File: config.mk
export PLATFORM = sky130hd
export DESIGN_NAME = stable_priority_queue
export DESIGN_NICKNAME = d
export VERILOG_FILES = /design/src/spq_pkg.sv /design/src/spq_ctrl.sv /design/src/spq_datapath.sv /design/src/stable_priority_queue.sv
export SDC_FILE = /design/constraint.sdc
export NUM_CORES = 2
export LEC_CHECK = 0
export ABC_AREA = 1
export BUFFER_PORTS_ARGS = -buffer_cell sky130_fd_sc_hd__clkbuf_2
export CAP_MARGIN = 20
export CELL_PAD_IN_SITES_DETAIL_PLACEMENT = 1
export CELL_PAD_IN_SITES_GLOBAL_PLACEMENT = 1
export CORE_AREA = 2 2 291 264
export DETAILED_ROUTE_END_ITERATION = 10
export DIE_AREA = 0 0 293 266
export GPL_TIMING_DRIVEN = 0
export PLACE_DENSITY = 0.8
export SYNTH_ARGS = -nofsm -noshare
export SYNTH_HDL_FRONTEND = slang
export SYNTH_SLANG_ARGS = --single-unit
File: constraint.sdc
create_clock -name clock -period 11.6 [get_ports clock]
set_input_delay 1.74 -clock clock [delete_from_list [all_inputs] [get_ports clock]]
set_output_delay 1.74 -clock clock [all_outputs]
set_load 0.02 [all_outputs]
File: src/spq_pkg.sv
// Shared types and codes for the stable priority queue.
package spq_pkg;

   typedef struct packed {
      logic        mode;
      logic [15:0] priority_req;
      logic [15:0] tag;
   } req_type;

   typedef struct packed {
      logic        head_valid;
      logic [15:0] head_priority;
      logic [15:0] head_tag;
      logic [15:0] popped_tag;
      logic [4:0]  entry_count;
      logic [1:0]  error;
   } rsp_type;

   localparam logic MODE_INSERT = 1'b0;
   localparam logic MODE_POP    = 1'b1;

   typedef enum logic [1:0] {
      ERR_OK    = 2'd0,
      ERR_FULL  = 2'd1,
      ERR_EMPTY = 2'd2
   } err_type;

   typedef enum logic [1:0] {
      OP_KEEP   = 2'd0,
      OP_INSERT = 2'd1,
      OP_POP    = 2'd2
   } op_type;

   typedef enum logic [1:0] {
      ST_IDLE = 2'b01,
      ST_HOLD = 2'b10
   } state_type;

   typedef struct packed {
      logic    capture;
      op_type  op;
      err_type err;
   } cmd_type;

   typedef struct packed {
      logic empty;
      logic full;
   } status_type;

endpackage

File: src/spq_ctrl.sv
// Handshake controller: accepts requests, issues queue commands, holds the result valid.
module spq_ctrl (
   input  logic                clock,
   input  logic                reset,
   input  logic                req_valid,
   input  logic                req_mode,
   output logic                req_stall,
   output logic                rsp_valid,
   input  logic                rsp_stall,
   input  spq_pkg::status_type status,
   output spq_pkg::cmd_type    cmd
);
   import spq_pkg::*;

   state_type state_ff;
   state_type state_in;
   logic      accept;

   always_comb begin
      req_stall = 1'b0;
      rsp_valid = 1'b0;
      unique case (state_ff)
         ST_IDLE: begin
            req_stall = 1'b0;
            rsp_valid = 1'b0;
         end
         ST_HOLD: begin
            req_stall = rsp_stall;
            rsp_valid = 1'b1;
         end
         default: begin
            req_stall = 1'b1;
            rsp_valid = 1'b0;
         end
      endcase
   end

   assign accept = req_valid && !req_stall;

   // decide the operation from the request and the queue status
   always_comb begin
      cmd.capture = accept;
      cmd.op      = OP_KEEP;
      cmd.err     = ERR_OK;
      if (req_mode == MODE_INSERT) begin
         if (status.full) begin
            cmd.err = ERR_FULL;
         end else begin
            cmd.op = OP_INSERT;
         end
      end else begin
         if (status.empty) begin
            cmd.err = ERR_EMPTY;
         end else begin
            cmd.op = OP_POP;
         end
      end
   end

   always_comb begin
      state_in = state_ff;
      priority if (accept) begin
         state_in = ST_HOLD;
      end else if (state_ff == ST_HOLD && !rsp_stall) begin
         state_in = ST_IDLE;
      end else if (state_ff != ST_HOLD && state_ff != ST_IDLE) begin
         state_in = ST_IDLE;
      end
   end

   always_ff @(posedge clock) begin
      if (reset) begin
         state_ff <= ST_IDLE;
      end else begin
         state_ff <= state_in;
      end
   end

endmodule

File: src/spq_datapath.sv
// Sorted entry array with parallel compare, shift insert/pop, and result register.
module spq_datapath #(
   parameter int DEPTH      = 16,
   parameter int PRIO_WIDTH = 16,
   parameter int TAG_WIDTH  = 16
) (
   input  logic                clock,
   input  logic                reset,
   input  spq_pkg::req_type    req,
   input  spq_pkg::cmd_type    cmd,
   output spq_pkg::status_type status,
   output spq_pkg::rsp_type    rsp
);
   import spq_pkg::*;

   localparam int CW = $clog2(DEPTH + 1);

   logic [PRIO_WIDTH-1:0] prio_ff [DEPTH];
   logic [PRIO_WIDTH-1:0] prio_in [DEPTH];
   logic [TAG_WIDTH-1:0]  tag_ff  [DEPTH];
   logic [TAG_WIDTH-1:0]  tag_in  [DEPTH];
   logic [CW-1:0]         count_ff;
   logic [CW-1:0]         count_in;
   logic [DEPTH-1:0]      stay;
   rsp_type               rsp_ff;
   rsp_type               rsp_in;

   logic [PRIO_WIDTH+15:0] prio_wide;
   logic [TAG_WIDTH+15:0]  tag_wide;
   logic [PRIO_WIDTH-1:0]  new_prio;
   logic [TAG_WIDTH-1:0]   new_tag;
   logic [PRIO_WIDTH+15:0] head_prio_wide;
   logic [TAG_WIDTH+15:0]  head_tag_wide;
   logic [TAG_WIDTH+15:0]  pop_tag_wide;
   logic [CW+4:0]          count_wide;

   // drop bits above the configured widths
   assign prio_wide = {{PRIO_WIDTH{1'b0}}, req.priority_req};
   assign tag_wide  = {{TAG_WIDTH{1'b0}}, req.tag};
   assign new_prio  = prio_wide[PRIO_WIDTH-1:0];
   assign new_tag   = tag_wide[TAG_WIDTH-1:0];

   assign status.empty = (count_ff == '0);
   assign status.full  = (count_ff == CW'(DEPTH));

   // an entry stays put when it is held and not above the new priority
   always_comb begin
      for (int i = 0; i < DEPTH; i++) begin
         stay[i] = (CW'(i) < count_ff) && !(prio_ff[i] > new_prio);
      end
   end

   always_comb begin
      prio_in  = prio_ff;
      tag_in   = tag_ff;
      count_in = count_ff;
      unique case (cmd.op)
         OP_INSERT: begin
            if (!stay[0]) begin
               prio_in[0] = new_prio;
               tag_in[0]  = new_tag;
            end
            for (int i = 1; i < DEPTH; i++) begin
               if (!stay[i]) begin
                  if (stay[i-1]) begin
                     prio_in[i] = new_prio;
                     tag_in[i]  = new_tag;
                  end else begin
                     prio_in[i] = prio_ff[i-1];
                     tag_in[i]  = tag_ff[i-1];
                  end
               end
            end
            count_in = count_ff + CW'(1);
         end
         OP_POP: begin
            for (int i = 0; i < DEPTH - 1; i++) begin
               prio_in[i] = prio_ff[i+1];
               tag_in[i]  = tag_ff[i+1];
            end
            count_in = count_ff - CW'(1);
         end
         OP_KEEP: begin
            count_in = count_ff;
         end
         default: begin
            count_in = count_ff;
         end
      endcase
   end

   assign head_prio_wide = {16'd0, prio_in[0]};
   assign head_tag_wide  = {16'd0, tag_in[0]};
   assign pop_tag_wide   = {16'd0, tag_ff[0]};
   assign count_wide     = {5'd0, count_in};

   always_comb begin
      rsp_in.head_valid    = (count_in != '0);
      rsp_in.head_priority = rsp_in.head_valid ? head_prio_wide[15:0] : 16'd0;
      rsp_in.head_tag      = rsp_in.head_valid ? head_tag_wide[15:0] : 16'd0;
      rsp_in.popped_tag    = (cmd.op == OP_POP) ? pop_tag_wide[15:0] : 16'd0;
      rsp_in.entry_count   = count_wide[4:0];
      rsp_in.error         = cmd.err;
   end

   always_ff @(posedge clock) begin
      if (cmd.capture) begin
         prio_ff <= prio_in;
         tag_ff  <= tag_in;
         rsp_ff  <= rsp_in;
      end
   end

   always_ff @(posedge clock) begin
      if (reset) begin
         count_ff <= '0;
      end else if (cmd.capture) begin
         count_ff <= count_in;
      end
   end

   assign rsp = rsp_ff;

endmodule

File: src/stable_priority_queue.sv
// Top level of the stable priority queue: controller plus sorted-array datapath.
//
// Usage:
//   Request channel (req_valid, req_stall, req_data): each request either
//   inserts an entry (mode insert, with priority and tag) or pops the head.
//   Entries are kept sorted by ascending priority; equal priorities leave
//   in arrival order.
//   Response channel (rsp_valid, rsp_stall, rsp_data): exactly one response
//   per request, giving the head, the entry count after the step, the tag
//   taken by a pop and an error code (full on insert, empty on pop).
//   Latency: the response is valid the cycle after the request is accepted.
//   Throughput: one request per cycle while rsp_stall is low; all slots
//   compare against the new priority in parallel and shift in the same
//   cycle, so the single response register is the only limit.
//   Stall: while a response is held and rsp_stall is high, req_stall is
//   raised and the held response does not change.
//   Reset: synchronous, active high; empties the queue and drops any held
//   response. Entry contents are not cleared; only held slots are read.
module stable_priority_queue #(
   parameter int DEPTH      = 16,
   parameter int PRIO_WIDTH = 16,
   parameter int TAG_WIDTH  = 16
) (
   input  logic             clock,
   input  logic             reset,
   input  logic             req_valid,
   output logic             req_stall,
   input  spq_pkg::req_type req_data,
   output logic             rsp_valid,
   input  logic             rsp_stall,
   output spq_pkg::rsp_type rsp_data
);
   import spq_pkg::*;

   cmd_type    cmd;
   status_type status;

   // controller: handshake and choice of operation
   spq_ctrl u_ctrl (
      .clock     (clock),
      .reset     (reset),
      .req_valid (req_valid),
      .req_mode  (req_data.mode),
      .req_stall (req_stall),
      .rsp_valid (rsp_valid),
      .rsp_stall (rsp_stall),
      .status    (status),
      .cmd       (cmd)
   );

   // datapath: sorted entries, count and response register
   spq_datapath #(
      .DEPTH      (DEPTH),
      .PRIO_WIDTH (PRIO_WIDTH),
      .TAG_WIDTH  (TAG_WIDTH)
   ) u_datapath (
      .clock  (clock),
      .reset  (reset),
      .req    (req_data),
      .cmd    (cmd),
      .status (status),
      .rsp    (rsp_data)
   );

endmodule

==> flow_summary.ini <==
[worst_setup_path]
r2r_start = u_datapath.count_ff[0]
cpPeakStageDelay_ns = 0.86
r2r-end = u_datapath.tag_ff[7]
endpoint_kind = flop
r2r_slack_ns = 6.71
crit_required_ns = 11.94
r2r_cells = 10
crit_slowest_cell = clkbuf_2
cp.arrival_ns = 6.93
path_cells = clkbuf_2 -> clkinv_1 -> clkbuf_2 -> ha_1 -> nand2_1 -> o21ai_0 -> nand2_1 -> nand2_1 -> nand2_1 -> nand2_1 -> nand2_1 -> nand2_1 -> clkbuf_1 -> o21ai_0 -> inv_1 -> buf_16
cp_common_cell = nand2_1
critPathCapture = u_datapath.tag_ff[76]
worstSetupPathType = in -> reg
crit_start = req_data[19]
crit_fanout = 25
cp-start-kind = input pin

[power_and_ir_drop]
p_leak_uw = 0.01840
power_density_nw_per_um2 = 188.8
vdd_drop_max_mv = 0.1239

[timing]
layout_min_cycle_time_ns = 6.586
period_share_pct = 56.78
drv_slew = 0
finClkSkew_ns = 0.02986
fmax_ghz = 0.1518
tightestPinTransition_ns = 1.293
finalHoldViolations = 0
tns_ns = 0
rsz0062_at_grt = false
relSlewSlack_pct = 13.82
setup_slack_ns = 5.014
setup_viol = 0

[logic_synthesis]
synthDistinctLibCells = 32
ys_top_cells_by_area = edfxtp_1, nand2_1, nand3_1
ys_seq_elements = 575
synth_cells = 4716
synth_warnings = 0
yosys.area.top_type = edfxtp_1
yosysSeqAreaShare_pct = 46.34
syn_area_um2 = 37110
synth.net_count = 5013
syn_avg_cell_area_um2 = 7.868
synth_top_cell_area_share_pct = 45.97

[route]
vias_per_cell = 6.246
drc = 0
drtAntennaViolNets = 0
num_vias = 37180
wl_mm = 167.3
drt_iter0_drc = 4246
wire_per_inst_um = 28.10
drtPass1Iterations = 6

[run]
max-cap-violations = 0

[global_route]
grt_pass1_wl_mm = 242.7
grt_pass1_vias = 37410
grt_overflow = 0
grt_start_max_net_pins = 77
grt_use_total_pct = 42.45
antenna_found_initial = 8

[clocking]
cts_resized = 0
cts.sink_count = 575
htreeDepth = 3
cts_root_buffer = clkbuf_16
clk_pin_slew_ns = 0.06
ctsHoldBuffers = 0
cts_setup_buffers = 0
cts_buffer_depth = 3
numCtsBuffers = 69
clk_latency_ns = 0.66
cts_tree = done

[die]
core-area_um2 = 75310
die_y_um = 266
ioPinCount = 95
fp-row-count = 96
start_util_pct = 49.27
die_area_um2 = 77940
die_w_um = 293

[placed_design]
hpwlAfterDp_mm = 127.5
pre_cts_slack_ns = 4.755
finalWeightedCongestion = 1.010
port_buffers = 94

[min_path]
min_path_type = reg -> reg

[layout]
drive_gt1_share_pct = 5.777
n_fill_cell = 9378
final_nets = 5217
area_growth_pct = 12.53

[run_status]
status = finished clean
cell families after synthesis:
family	count (synthesis)	synth area share (%)
XOR/XNOR	3	0.09106
adder cells (fa/ha/maj)	260	8.767
buffers and inverters	730	7.509
flip-flops	575	46.34
AO/OA/AOI/OAI	750	10.23
AND/OR/NAND/NOR	2398	27.06
power breakdown:
group | total, uW | switching [uW] | internal [uW]
sequential | 3000 | 226 | 2770
clock | 2090 | 959 | 1140
combinational | 2790 | 2050 | 740
total | 7880 | 3240 | 4650
cell type report:
type | instances | area [um2] | share of cell area (%)
clock buffers | 84 | 1804 | 4.321
flip-flops and latches | 575 | 17200 | 41.18
well taps | 980 | 1226 | 2.937
clock inverters | 35 | 252.7 | 0.6053
diodes | 4 | 10.01 | 0.02397
repair buffers | 133 | 1321 | 3.164
plain buffers | 314 | 1244 | 2.978
inverters | 416 | 1564 | 3.746
multi-input cells | 3411 | 17140 | 41.04
sequential cells by signal (all words and copies together) (netlist names):
signal / cells
u_ctrl.state_ff: 2
u_datapath.count_ff: 5
u_datapath.pop_tag_wide: 16
u_datapath.prio_ff: 256
u_datapath.rsp: 56
u_datapath.tag_ff: 240
worst min-delay path by stage:
stage,from,to,slack (ns),cells after the start
after global placement,u_datapath.tag_ff[11],u_datapath.tag_ff[27],0.51,2
final,u_datapath.tag_ff[13],u_datapath.tag_ff[29],0.53,2
after CTS,u_datapath.tag_ff[13],u_datapath.tag_ff[29],0.53,2
after floorplan,u_datapath.tag_ff[0],u_datapath.tag_ff[16],0.50,2
after detailed placement,u_datapath.tag_ff[13],u_datapath.tag_ff[29],0.52,2
after global routing,u_datapath.tag_ff[14],u_datapath.tag_ff[30],0.56,2
per-layer routing:
metal | global-route usage [%] | vias up | wire [um] | part of all wire (%)
met3 | 10.88 | 635 | 18080 | 11
met1 | 51.71 | 17910 | 62970 | 38
met2 | 66.42 | 2275 | 73490 | 44
li1 | - | 16360 | - | -
met5 | 0 | - | 16 | 0.0096
met4 | 28.72 | 2 | 12710 | 7.6
worst max-delay path, delay by kind of cell:
| family | cells | cell delay [ns] |
|---|---|---|
| AOI/OAI and AO/OA | 2 | 0.53 |
| and+or+nand+nor | 7 | 0.97 |
| buffers and inverters | 6 | 3.03 |
| adders and majority gates | 1 | 0.60 |
stage by stage:
step,area [um2],util (%),instances,hold slack [ns],total power (uW)
after floorplan,37110,-,4716,0.5000,4553
after global placement,38800,51.52,5790,0.5052,5513
after detailed placement,39650,52.64,5826,0.5195,5687
after CTS,41700,55.37,5945,0.5336,7755
after global routing,41750,55.43,5948,0.5561,8169
final,41760,55.44,5952,0.5311,7885
cells in the mapped netlist:
master	count
o21ai_1	17
buf_4	3
o211ai_1	2
clkbuf_1	268
inv_1	393
nor3_4	1
inv_2	7
buf_2	28
buf_1	15
o21a_1	2
nor3_1	15
a21o_1	1
xor2_2	1
dfxtp_1	7
a21oi_1	320
o31ai_1	1
ha_1	260
clkinv_1	16
nand2_1	1473
nor2_1	152
xor2_1	2
nand3_1	721
o31ai_2	1
o21ai_0	393
a31oi_1	12
nor2_4	1
nand4_1	26
edfxtp_1	568
nand2_4	1
nand2_2	3
nand3b_1	5
a221oi_1	1
cells in the final DEF (no fill, tap or decap), types with 15 or more instances in the layout:
master | Yosys | routed
o21ai_0 | 393 | 393
a21oi_1 | 320 | 319
buf_2 | 28 | 28
o21ai_1 | 17 | 16
buf_1 | 15 | 15
nand2_1 | 1473 | 1473
nor3_1 | 15 | 15
nand4_1 | 26 | 26
clkinv_1 | 16 | 32
edfxtp_1 | 568 | 568
clkbuf_2 | 0 | 109
clkbuf_16 | 0 | 70
nor2_1 | 152 | 152
ha_1 | 260 | 260
nand3_1 | 721 | 721
buf_16 | 0 | 20
inv_1 | 393 | 391
clkbuf_1 | 268 | 267
Note: power is estimated with default switching activity, not from simulation.
